[src/sv/srec_pkg.sv]
// ----------------------------------------------------------------------------
// S-record decoder package
// Shared constants, codes, types and character helpers of the line decoder.
// ----------------------------------------------------------------------------
package srec_pkg;

  localparam int unsigned MAX_DATA_BYTES_DEF = 32;

  localparam logic [7:0] CH_START = 8'h53;
  localparam logic [7:0] CH_CR    = 8'h0D;
  localparam logic [7:0] CH_LF    = 8'h0A;

  typedef enum logic [1:0] {
    KIND_INVALID = 2'd0,
    KIND_DATA    = 2'd1,
    KIND_ENTRY   = 2'd2,
    KIND_ACCEPT  = 2'd3
  } kind_e;

  typedef enum logic [1:0] {
    ST_IDLE,
    ST_PARSE,
    ST_CHECK,
    ST_EMIT
  } state_e;

  typedef struct packed {
    logic [31:0] a;
    logic [31:0] b;
  } alu_req_t;

  // Bit 4 flags a valid hex digit, bits 3:0 hold its value.
  function automatic logic [4:0] hex_decode(input logic [7:0] c);
    logic [4:0] r;
    r = 5'd0;
    if (c >= 8'h30 && c <= 8'h39) begin
      r = {1'b1, c[3:0]};
    end else if ((c >= 8'h41 && c <= 8'h46) || (c >= 8'h61 && c <= 8'h66)) begin
      r = {1'b1, c[3:0] + 4'd9};
    end
    return r;
  endfunction

  // Number of address digits for each record type.
  function automatic logic [3:0] addr_digits(input logic [3:0] t);
    logic [3:0] r;
    case (t)
      4'd2, 4'd6, 4'd8: r = 4'd6;
      4'd3, 4'd4, 4'd7: r = 4'd8;
      default:          r = 4'd4;
    endcase
    return r;
  endfunction

endpackage

[src/sv/srec_ram.sv]
// ----------------------------------------------------------------------------
// Generic RAM
// One write port and one read port with a registered read.
// ----------------------------------------------------------------------------
module srec_ram #(
  parameter int unsigned WIDTH = 8,
  parameter int unsigned DEPTH = 32,
  localparam int unsigned AW = (DEPTH > 1) ? $clog2(DEPTH) : 1
) (
  input  logic             clk_i,
  input  logic             we_i,
  input  logic [AW-1:0]    waddr_i,
  input  logic [WIDTH-1:0] wdata_i,
  input  logic             re_i,
  input  logic [AW-1:0]    raddr_i,
  output logic [WIDTH-1:0] rdata_o
);

  logic [WIDTH-1:0] mem_q [DEPTH];

  always_ff @(posedge clk_i) begin
    if (we_i) begin
      mem_q[waddr_i] <= wdata_i;
    end
    if (re_i) begin
      rdata_o <= mem_q[raddr_i];
    end
  end

endmodule

[src/sv/srec_alu.sv]
// ----------------------------------------------------------------------------
// Shared adder
// The adder that checksum accumulation and byte addresses share.
// ----------------------------------------------------------------------------
module srec_alu (
  input  srec_pkg::alu_req_t req_i,
  output logic [31:0]        sum_o
);

  assign sum_o = req_i.a + req_i.b;

endmodule

[src/sv/srecord_line_decoder_core.sv]
// ----------------------------------------------------------------------------
// S-record line decoder
// Parses S-record text one character per beat and emits byte writes, entry
// addresses, accepts or an invalid mark when a carriage return ends the line.
// ----------------------------------------------------------------------------
// A character is accepted in the idle state, then parsed in the parse state
// through the shared adder. A line feed is accepted without leaving idle.
// A carriage return passes the check state, then gives one result per cycle
// while the sink is ready; data results read the byte buffer one entry per cycle.
// Reset clears the sequencer and all line state; the byte buffer is not cleared.
// ----------------------------------------------------------------------------
module srecord_line_decoder_core #(
  parameter int unsigned MAX_DATA_BYTES = srec_pkg::MAX_DATA_BYTES_DEF
) (
  input  logic        clk_i,
  input  logic        rst_ni,
  input  logic        s_axis_tvalid_i,
  output logic        s_axis_tready_o,
  input  logic [7:0]  s_axis_tdata_i,   // ch[7:0]
  output logic        m_axis_tvalid_o,
  input  logic        m_axis_tready_i,
  output logic [47:0] m_axis_tdata_o,   // rec_type[3:0], address[35:4], data_byte[43:36]
  output logic [1:0]  m_axis_tuser_o,   // kind[1:0]
  output logic        m_axis_tlast_o
);

  localparam int unsigned POS_SAT = (2 * MAX_DATA_BYTES + 15 > 127) ?
                                    (2 * MAX_DATA_BYTES + 15) : 127;
  localparam int unsigned PW = $clog2(POS_SAT + 1);
  localparam int unsigned NW = $clog2(MAX_DATA_BYTES + 1);
  localparam int unsigned AW = (MAX_DATA_BYTES > 1) ? $clog2(MAX_DATA_BYTES) : 1;

  srec_pkg::state_e state_q, state_d;

  logic [7:0]    ch_q;
  logic [PW-1:0] pos_q, pos_d;
  logic [3:0]    type_q, type_d;
  logic [31:0]   addr_q, addr_d;
  logic [3:0]    nib_q, nib_d;
  logic [NW-1:0] bytes_q, bytes_d;
  logic [NW-1:0] n_q, n_d;
  logic [PW-1:0] addr_end_q, addr_end_d;
  logic [PW-1:0] end_q, end_d;
  logic [7:0]    sum_q, sum_d;
  logic [7:0]    chk_q, chk_d;
  logic          bad_q, bad_d;
  srec_pkg::kind_e res_kind_q, res_kind_d;
  logic [NW-1:0] idx_q, idx_d;

  logic                  out_valid_q;
  srec_pkg::kind_e       out_kind_q;
  logic [3:0]            out_type_q;
  logic [31:0]           out_addr_q;
  logic [7:0]            out_data_q;
  logic                  out_last_q;

  srec_pkg::alu_req_t alu_req;
  logic [31:0]        alu_y;
  logic               ram_we, ram_re;
  logic [AW-1:0]      ram_raddr;
  logic [7:0]         ram_rdata;
  logic [7:0]         cur_byte;

  logic       in_acc, out_free, load_out, res_last;
  logic [4:0] hex;
  logic [NW:0] idx_inc;
  logic [8:0] cnt_ext;
  logic [8:0] cnt_n;
  logic [3:0] alen;
  logic [2:0] abytes;
  logic       ok;

  assign in_acc   = s_axis_tvalid_i && s_axis_tready_o;
  assign out_free = !out_valid_q || m_axis_tready_i;
  assign hex      = srec_pkg::hex_decode(ch_q);
  assign cur_byte = {nib_q, hex[3:0]};
  assign idx_inc  = {1'b0, idx_q} + 1'b1;
  assign alen     = srec_pkg::addr_digits(type_q);
  assign abytes   = alen[3:1];
  assign cnt_ext  = {1'b0, cur_byte};
  assign cnt_n    = cnt_ext - 9'({abytes, 1'b0} >> 1) - 9'd1;
  assign res_last = (res_kind_q != srec_pkg::KIND_DATA) || (idx_inc == {1'b0, n_q});

  assign ok = !bad_q && (pos_q >= PW'(4)) && (pos_q >= end_q) &&
              (chk_q == ~sum_q) && (n_q == bytes_q);

  srec_alu u_alu (
    .req_i (alu_req),
    .sum_o (alu_y)
  );

  srec_ram #(
    .WIDTH (8),
    .DEPTH (MAX_DATA_BYTES)
  ) u_buf (
    .clk_i   (clk_i),
    .we_i    (ram_we),
    .waddr_i (bytes_q[AW-1:0]),
    .wdata_i (cur_byte),
    .re_i    (ram_re),
    .raddr_i (ram_raddr),
    .rdata_o (ram_rdata)
  );

  always_comb begin
    state_d = state_q;
    case (state_q)
      srec_pkg::ST_IDLE: begin
        if (in_acc && s_axis_tdata_i == srec_pkg::CH_CR) begin
          state_d = srec_pkg::ST_CHECK;
        end else if (in_acc && s_axis_tdata_i != srec_pkg::CH_LF) begin
          state_d = srec_pkg::ST_PARSE;
        end
      end
      srec_pkg::ST_PARSE: state_d = srec_pkg::ST_IDLE;
      srec_pkg::ST_CHECK: state_d = srec_pkg::ST_EMIT;
      srec_pkg::ST_EMIT: begin
        if (out_free && res_last) begin
          state_d = srec_pkg::ST_IDLE;
        end
      end
      default: state_d = srec_pkg::ST_IDLE;
    endcase
  end

  always_comb begin
    s_axis_tready_o = 1'b0;
    alu_req.a       = {24'd0, sum_q};
    alu_req.b       = {24'd0, cur_byte};
    ram_re          = 1'b0;
    ram_raddr       = '0;
    load_out        = 1'b0;
    case (state_q)
      srec_pkg::ST_IDLE:  s_axis_tready_o = 1'b1;
      srec_pkg::ST_CHECK: ram_re = 1'b1;
      srec_pkg::ST_EMIT: begin
        alu_req.a = addr_q;
        alu_req.b = 32'(idx_q);
        load_out  = out_free;
        ram_re    = out_free;
        ram_raddr = idx_inc[AW-1:0];
      end
      default: ;
    endcase
  end

  always_comb begin
    pos_d      = pos_q;
    type_d     = type_q;
    addr_d     = addr_q;
    nib_d      = nib_q;
    bytes_d    = bytes_q;
    n_d        = n_q;
    addr_end_d = addr_end_q;
    end_d      = end_q;
    sum_d      = sum_q;
    chk_d      = chk_q;
    bad_d      = bad_q;
    res_kind_d = res_kind_q;
    idx_d      = idx_q;
    ram_we     = 1'b0;
    case (state_q)
      srec_pkg::ST_PARSE: begin
        if (pos_q < PW'(POS_SAT)) begin
          pos_d = pos_q + 1'b1;
        end
        if (!bad_q) begin
          if (pos_q == '0) begin
            bad_d = (ch_q != srec_pkg::CH_START);
          end else if (pos_q == PW'(1)) begin
            if (!hex[4] || hex[3:0] > 4'd9) begin
              bad_d = 1'b1;
            end else begin
              type_d     = hex[3:0];
              addr_end_d = PW'(4) + PW'(srec_pkg::addr_digits(hex[3:0]));
            end
          end else if (pos_q >= PW'(4) && pos_q >= end_q) begin
            bad_d = bad_q;
          end else if (!hex[4]) begin
            bad_d = 1'b1;
          end else if (!pos_q[0]) begin
            nib_d = hex[3:0];
          end else if (pos_q == PW'(3)) begin
            sum_d = alu_y[7:0];
            if (cnt_ext < 9'({1'b0, abytes}) + 9'd1 ||
                cnt_n > 9'(MAX_DATA_BYTES)) begin
              bad_d = 1'b1;
            end
            n_d   = cnt_n[NW-1:0];
            end_d = PW'(6) + PW'(alen) + PW'({cnt_n[NW-1:0], 1'b0});
          end else if (pos_q < addr_end_q) begin
            addr_d = {addr_q[23:0], cur_byte};
            sum_d  = alu_y[7:0];
          end else if (pos_q < end_q - PW'(2)) begin
            if (bytes_q < NW'(MAX_DATA_BYTES)) begin
              ram_we  = 1'b1;
              bytes_d = bytes_q + 1'b1;
            end
            sum_d = alu_y[7:0];
          end else begin
            chk_d = cur_byte;
          end
        end
      end
      srec_pkg::ST_CHECK: begin
        idx_d = '0;
        if (!ok) begin
          res_kind_d = srec_pkg::KIND_INVALID;
        end else if (type_q >= 4'd1 && type_q <= 4'd3 && n_q != '0) begin
          res_kind_d = srec_pkg::KIND_DATA;
        end else if (type_q >= 4'd7) begin
          res_kind_d = srec_pkg::KIND_ENTRY;
        end else begin
          res_kind_d = srec_pkg::KIND_ACCEPT;
        end
      end
      srec_pkg::ST_EMIT: begin
        if (out_free) begin
          idx_d = idx_inc[NW-1:0];
          if (res_last) begin
            pos_d      = '0;
            type_d     = '0;
            addr_d     = '0;
            nib_d      = '0;
            bytes_d    = '0;
            n_d        = '0;
            addr_end_d = '0;
            end_d      = '0;
            sum_d      = '0;
            chk_d      = '0;
            bad_d      = 1'b0;
          end
        end
      end
      default: ;
    endcase
  end

  always_ff @(posedge clk_i or negedge rst_ni) begin
    if (!rst_ni) begin
      state_q     <= srec_pkg::ST_IDLE;
      pos_q       <= '0;
      type_q      <= '0;
      addr_q      <= '0;
      nib_q       <= '0;
      bytes_q     <= '0;
      n_q         <= '0;
      addr_end_q  <= '0;
      end_q       <= '0;
      sum_q       <= '0;
      chk_q       <= '0;
      bad_q       <= 1'b0;
      res_kind_q  <= srec_pkg::KIND_INVALID;
      idx_q       <= '0;
      out_valid_q <= 1'b0;
    end else begin
      state_q    <= state_d;
      pos_q      <= pos_d;
      type_q     <= type_d;
      addr_q     <= addr_d;
      nib_q      <= nib_d;
      bytes_q    <= bytes_d;
      n_q        <= n_d;
      addr_end_q <= addr_end_d;
      end_q      <= end_d;
      sum_q      <= sum_d;
      chk_q      <= chk_d;
      bad_q      <= bad_d;
      res_kind_q <= res_kind_d;
      idx_q      <= idx_d;
      if (load_out) begin
        out_valid_q <= 1'b1;
      end else if (m_axis_tready_i) begin
        out_valid_q <= 1'b0;
      end
    end
  end

  always_ff @(posedge clk_i) begin
    if (in_acc) begin
      ch_q <= s_axis_tdata_i;
    end
    if (load_out) begin
      out_kind_q <= res_kind_q;
      out_last_q <= res_last;
      case (res_kind_q)
        srec_pkg::KIND_DATA: begin
          out_type_q <= type_q;
          out_addr_q <= alu_y;
          out_data_q <= ram_rdata;
        end
        srec_pkg::KIND_ENTRY, srec_pkg::KIND_ACCEPT: begin
          out_type_q <= type_q;
          out_addr_q <= addr_q;
          out_data_q <= '0;
        end
        default: begin
          out_type_q <= '0;
          out_addr_q <= '0;
          out_data_q <= '0;
        end
      endcase
    end
  end

  assign m_axis_tvalid_o = out_valid_q;
  assign m_axis_tdata_o  = {4'd0, out_data_q, out_addr_q, out_type_q};
  assign m_axis_tuser_o  = out_kind_q;
  assign m_axis_tlast_o  = out_last_q;

endmodule

[config.mk]
export PLATFORM = sky130hd
export DESIGN_NAME = srecord_line_decoder_core
export DESIGN_NICKNAME = d
export VERILOG_FILES = /design/src/sv/srec_pkg.sv /design/src/sv/srec_ram.sv /design/src/sv/srec_alu.sv /design/src/sv/srecord_line_decoder_core.sv
export SDC_FILE = /design/constraint.sdc
export NUM_CORES = 1
export LEC_CHECK = 0
export BUFFER_PORTS_ARGS = -buffer_cell sky130_fd_sc_hd__buf_2
export CORE_MARGIN = 2
export CORE_UTILIZATION = 30
export CTS_CLUSTER_DIAMETER = 100
export DETAILED_ROUTE_END_ITERATION = 10
export PLACE_DENSITY = 0.51
export SYNTH_ARGS = -nofsm -noshare
export SYNTH_HDL_FRONTEND = slang
export SYNTH_SLANG_ARGS = --single-unit
[constraint.sdc]
create_clock -name clk_i -period 5.23 [get_ports clk_i]
set_input_delay 1.046 -clock clk_i [delete_from_list [all_inputs] [get_ports clk_i]]
set_output_delay 1.046 -clock clk_i [all_outputs]
set_load 0.02 [all_outputs]
Word level (Yosys, flattened, before mapping)
Memories as Yosys holds them, arrays and structs flattened. A register that Yosys moved wholly into a read port is not among the register bits.
Cells that the tools add are included.
{"block": "word_totals", "reg_bits": 156, "elab_cells": 283, "ramBits": 256, "in_bits": 12, "n_memories": 1, "out_inout_bits": 53}
{"block": "op_classes", "reduce_logical": 45, "muxes": 136, "n_eq_ne": 49, "bitwise_logic": 1, "n_lt_le_gt_ge": 18, "n_addsub": 12}
{"name": "u_buf.mem_q", "words": 32, "width": 8, "read_ports": 1, "rd_clocked_by_memory_dff": 1, "write_ports": 1, "line": "srec_ram.sv:19", "rtl": "logic [WIDTH-1:0] mem_q [DEPTH];"}
{"op": "$mux 32", "count": 10}
{"op": "$mux 8", "count": 20}
{"op": "$pmux 32 s2", "count": 2}
{"op": "$mux 6", "count": 20}
{"op": "$mux 7", "count": 14}
{"op": "$mux 4", "count": 17}
{"op": "$mux 64", "count": 1}
{"op": "$pmux 7 s2", "count": 3}
{"op": "$ne 2x2->1 const B", "count": 20}
{"op": "$pmux 6 s2", "count": 3}
{"op": "$add 32x32->32", "count": 1}
{"op": "$pmux 4 s2", "count": 4}
{"op": "$pmux 8 s2", "count": 2}
{"op": "$mux 1", "count": 29}
{"op": "$eq 4x3->1 const B", "count": 6}
{"op": "$reduce_and 10->1", "count": 2}
{"op": "$eq 4x2->1 const B", "count": 4}
{"op": "$ge 8x7->1 const B", "count": 2}
{"op": "$le 8x7->1 const B", "count": 2}
{"op": "$mux 5", "count": 3}
{"op": "$reduce_or 3->1", "count": 5}
{"op": "$logic_and 1x1->1", "count": 14}
{"op": "$lt 7x7->1", "count": 2}
{"op": "$reduce_and 13->1", "count": 1}
{"op": "54 further kinds", "count": 74}

Depth between registers and ports, before layout
{"block": "logic_depth", "depth_word": 19, "mapped_depth": 18, "ltp_nobuf": 17}

Cells and area by module
From an unflattened synthesis, not the netlist that was laid out.
{"block": "unflattened", "hier_cells": 1513, "hier_area_um2": 20464.6}
{"module": "srec_ram", "area_per_inst_um2": 10133.5, "seq_area_each_um2": 7927.6, "instances": 1, "cells_per_inst": 417}
{"module": "srecord_line_decoder_core", "area_per_inst_um2": 8587.0, "seq_area_each_um2": 4078.9, "instances": 1, "cells_per_inst": 855}
{"module": "srec_alu", "area_per_inst_um2": 1744.2, "seq_area_each_um2": 0.0, "instances": 1, "cells_per_inst": 241}

Worst setup path after synthesis
OpenSTA, ideal clock, no wires.
{"block": "synth_timing", "path_kind": "register -> register", "from": "register ch_q[3]", "to": "register out_addr_q[24], data pin", "stages_incl_launch_ff": 17, "path_slack_ns": 0.240, "n_path_buf": 1, "setup_ns": 0.256, "period_less_slack_ns": 4.990, "t_arrival_ns": 4.733, "required_ns": 4.974, "path_cell_list": "edfxtp_1 > buf_6 > nor4b_2 > nand3_1 > mux2i_1 > inv_1 > a21oi_1 > ha_1 > inv_1 > fa_1 > nor2b_1 > o21a_1 > o21ai_0 > a2111oi_2 > nand2_1 > mux2_2 > a22o_1"}
{"block": "synth_via", "elab_chain_cells": 8, "elab_cells_between_ends": 16, "classes_between": "add/sub: 2; order compare: 6; mux: 4; reduce/logical: 4"}
{"element": "start: declaration", "line": "srecord_line_decoder_core.sv:35", "rtl": "logic [7:0] ch_q;"}
{"element": "start signal: assignment", "line": "srecord_line_decoder_core.sv:281", "rtl": "ch_q <= s_axis_tdata_i;"}
{"element": "$ge 8x7->1 or $le 8x7->1 (tied branches)", "line": "srec_pkg.sv:38", "rtl": "end else if ((c >= 8'h41 && c <= 8'h46) || (c >= 8'h61 && c <= 8'h66)) begin"}
{"element": "$logic_and 1x1->1", "line": "srec_pkg.sv:38"}
{"element": "$logic_or 1x1->1", "line": "srec_pkg.sv:38"}
{"element": "$mux 5", "line": "srec_pkg.sv:38"}
{"element": "$mux 5 (*)", "line": "srec_pkg.sv:36", "rtl": "if (c >= 8'h30 && c <= 8'h39) begin"}
{"element": "via hex[0]", "line": "srecord_line_decoder_core.sv:65", "rtl": "logic [4:0] hex;"}
{"element": "$mux 64 (*)", "line": "srecord_line_decoder_core.sv:133", "rtl": "case (state_q)"}
{"element": "$add 32x32->32 (*)", "line": "srec_alu.sv:10", "rtl": "assign sum_o = req_i.a + req_i.b;"}
{"element": "$pmux 32 s2 (*)", "line": "srecord_line_decoder_core.sv:286", "rtl": "case (res_kind_q)"}
{"element": "end signal: assignment", "line": "srecord_line_decoder_core.sv:289", "rtl": "out_addr_q <= alu_y;"}
{"element": "end signal: assignment", "line": "srecord_line_decoder_core.sv:294", "rtl": "out_addr_q <= addr_q;"}
{"element": "end: declaration", "line": "srecord_line_decoder_core.sv:53", "rtl": "logic [31:0] out_addr_q;"}
Mark *: on every way through the listed nets, which the timed path passes. The rest lies on a longest branch.
A chain may end at the register's enable or synchronous reset.

Final worst setup path
{"block": "layout_timing", "from": "register ch_q[0]", "to": "register out_addr_q[24], data pin"}
{"block": "layout_via", "elab_chain_cells": 8, "elab_cells_between_ends": 16, "classes_between": "add/sub: 2; order compare: 6; mux: 4; reduce/logical: 4"}
{"element": "$ge 8x7->1 or $le 8x7->1 (tied branches)", "line": "srec_pkg.sv:38"}
{"element": "$logic_and 1x1->1", "line": "srec_pkg.sv:38"}
{"element": "$logic_or 1x1->1", "line": "srec_pkg.sv:38"}
{"element": "$mux 5", "line": "srec_pkg.sv:38"}
{"element": "$mux 5 (*)", "line": "srec_pkg.sv:36"}
{"element": "$mux 64 (*)", "line": "srecord_line_decoder_core.sv:133"}
{"element": "$add 32x32->32 (*)", "line": "srec_alu.sv:10"}
{"element": "$pmux 32 s2 (*)", "line": "srecord_line_decoder_core.sv:286"}
Every way passes the cells marked *; elsewhere a longest branch is shown, timed or not.

==> out/metrics.csv <==
stage,metric,value,unit
critical_path,WP data required,5.58,ns
cells_and_area,Finished Cell Area,22000,µm²
floorplan,# IOs,65,
timing,Relative slew margins,18.9,%
floorplan,die height,257,µm
critical_path,CP Max Fanout,8,
global_route,first-pass GRT wire length,74200,µm
routing,Pre-antenna DRT Iters,5,
power_and_ir_drop,Cell Pwr Density,330,nW/µm²
critical_path,crit-path cells,"inv_1, ha_1, o21ba_2, o21ai_1, a31oi_1, nor3_2, a21o_1, ha_1, nor2b_1, o21a_1, o21ai_0, a2111oi_2, buf_4, nand2_1, mux2_2, a22o_1",
synthesis,"FF+latch count, synth",416,
global_route,total gr overflow,0,
cts,# hold bufs at CTS,0,
timing,setup TNS,0,ns
critical_path,CP Launch Type,flip-flop,
routing,total number of vias,12000,
synthesis,"area leader, netlist",edfxtp_1,
placement,GP Congestion,0.817,
critical_path,Slowest cell on crit path,o21ai_1,
cells_and_area,Ant. Diodes,0,
routing,post-route ant nets,0,
synthesis,ys flop type,edfxtp_1,
critical_path,Critical Path AT,5.16,ns
power_and_ir_drop,Power Internal,5.52,mW
synthesis,count of cell types in the netlist,80,
synthesis,Post-Syn Instances,1405,
global_route,largest net degree at the start of global routing,98,
critical_path,CP most frequent cell,ha_1,
synthesis,ys async rst share,23.3,%
placement,placed cells,2272,
critical_path,Crit. End Element,flip-flop,
power_and_ir_drop,Seq pwr share,50.5,%
synthesis,sequential share of the synthesized area,62.6,%
floorplan,Initial Util,30.4,%
placement,hpwl dp,31600,µm
synthesis,synth top area cells,"edfxtp_1 (50%), dfrtp_1 (13%), mux4_2 (5.6%), ha_1 (3.3%), o21ai_0 (2.6%)",
timing,Worst Tran Pin Value,1.19,ns
routing,Initial DRC Count,871,
routing,# DRC,0,
cts,CTS Buffer Depth,3,
synthesis,top post-synthesis cells by count,"edfxtp_1 (319), o21ai_0 (98), dfrtp_1 (97), nand2_1 (97), nor2_1 (76)",
worst_hold_path,WHS Path Cells,2,
timing,final slew viol count,0,
synthesis,Mean Syn Cell Area,13.7,µm²
global_route,overall routing resource usage,14.5,%
routing,DR vias/cell,5.09,
floorplan,die area,66000,µm²
routing,routed len/inst,20.7,µm
synthesis,"EDFF count, synth",319,
synthesis,share of the synthesized area in the top cell type,49.9,%
flow_run,max-cap viol count,0,
placement,Post-Place Cell Area,20600,µm²
critical_path,CP top delay family,compound AO/OA/AOI/OAI gates,
critical_path,critical path depth,16,
power_and_ir_drop,Comb power frac,7.4,%
placement,# port buffers,60,
floorplan,row count,92,
timing,period utilization,92.0,%
cts,"Reg clk slew, reported paths",0.06,ns
cells_and_area,"Core Util, Final",34.8,%
timing,fmax,208,MHz
power_and_ir_drop,Switching Power,1.75,mW
cts,Worst-Skew Late Latency,0.59,ns
run_status,status,finished clean,
cts,htree depth,2,
timing,fin crit period,4.81,ns
synthesis,most common cell in the synthesized netlist,edfxtp_1,
timing,Clock Skews,0.0213,ns
cts,Sink Count,416,
routing,Routed WL,48900,µm
cts,Root Driver,clkbuf_16,
cts,CTS tree,done,
global_route,initial antenna violation count,0,
critical_path,Bufs and invs on worst path,2,
cells_and_area,share of layout cells above drive strength 1,17.7,%
cells_and_area,Final nets,1543,
power_and_ir_drop,Switching Share,24.1,%
synthesis,Ys Warns,0,
critical_path,worst r2r path cells,16,
critical_path,Setup CP Type,flip-flop to flip-flop,
floorplan,Die X,257,µm
power_and_ir_drop,Lkg Pwr,8.01,nW
critical_path,"slowest stage delay, CP",0.51,ns
worst_hold_path,HP Class,flip-flop to flip-flop,
global_route,number of global-route vias before repair,12000,
timing,Final Hold Vio Count,0,
timing,RSZ-0062 raised after global routing,no,
timing,endpoints failing setup,0,
cts,Num CTS Buffers,46,
power_and_ir_drop,Max VDD drop,0.196,mV
power_and_ir_drop,clock share of power,42.1,%
cells_and_area,area grow syn2layout,14.6,%
floorplan,Core Area,63200,µm²
cells_and_area,post-route insts no fill,2362,
synthesis,Post-Syn Area,19200,µm²
-- through the flow --
stage | power [mW] | hold WS (ns) | worst slack, ns
detailed placement | 4.27 | 0.479 | 0.102
CTS | 7.34 | 0.492 | 0.114
floorplan | 4.09 | 0.423 | 0.240
finish | 7.27 | 0.483 | 0.419
global placement | 4.26 | 0.473 | 0.339
global route | 7.54 | 0.507 | 0.0553
-- layout by cell type (no fill, tap or decap), types with 31 or more instances in the layout --
cell / n
a22o_1: 45
buf_2: 59
buf_4: 37
clkbuf_16: 47
dfrtp_1: 96
edfxtp_1: 319
ha_1: 51
inv_1: 50
mux2_2: 31
mux4_2: 48
nand2_1: 97
nand3_1: 36
nor2_1: 73
o21ai_0: 97
o221ai_1: 33
o22ai_1: 35
-- final timing paths --
path / start / end / slack [ns]
hold reg to reg: end_q[2] / end_q[2] / 0.48
hold / removal: end_q[2] / end_q[2] / 0.48
setup reg to reg: ch_q[0] / out_addr_q[24] / 0.42
min in group asynchronous: rst_ni / end_q[3] / 0.61
max in group asynchronous: rst_ni / addr_q[15] / 3.65
setup / recovery: ch_q[0] / out_addr_q[24] / 0.42
-- area by class of cell --
cell class / instances / area, µm²
flip-flops and latches: 416 / 12000
fillers: 6167 / 41200
inverters: 51 / 191
multi-input cells: 865 / 6720
clock inverters: 26 / 165
well taps: 846 / 1060
clock buffers: 60 / 1230
repair buffers: 98 / 613
-- flip-flops by register name, summed over array words and instances (netlist names), 6 cells and up --
name / flops
addr_q: 32
bytes_q: 6
ch_q: 8
chk_q: 8
end_q: 6
idx_q: 6
n_q: 6
out_addr_q: 32
out_data_q: 8
pos_q: 7
sum_q: 8
u_buf.mem_q: 256
u_buf.rdata_o: 8
-- cell families after synthesis --
kind of cell	after synthesis	share of synthesized area [%]
simple gates	341	8.93
compound gates	331	12.0
fa+ha+maj	53	3.53
mux	93	8.18
other cells	1	0.0195
xor+xnor	42	1.99
flops	416	62.6
buf+inv	128	2.73
-- what timing repair did --
| item | in CTS | in global routing |
|---|---|---|
| setup endpoints to repair | 0 | 11 |
| endpoints found under the hold margin | 0 | 0 |
| setup buffers | 0 | 3 |
| gates resized for setup | 0 | 2 |
-- power groups by stage --
stage / combinational, mW / sequential [mW] / clock (mW)
6_report: 0.534 / 3.67 / 3.06
5_1_grt: 0.601 / 3.68 / 3.26
4_1_cts: 0.535 / 3.67 / 3.13
3_5_place_dp: 0.533 / 3.74 / 0
3_3_place_gp: 0.520 / 3.74 / 0
2_1_floorplan: 0.391 / 3.70 / 0
-- routing by layer --
metal | vias up | routed length, µm | global-route usage (%)
met5 | - | 0 | 0
met4 | 0 | 1060 | 4.18
met3 | 65 | 2390 | 2.59
met2 | 256 | 22300 | 22.6
met1 | 6105 | 23200 | 20.7
li1 | 5594 | - | -
-- worst min-delay path: cells and delay by family, from the launching register on --
family          cells  cell delay (ns)
compound gates      1             0.06
simple gates        1             0.05
flops               1             0.34
Power figures use the tool's default switching activity.
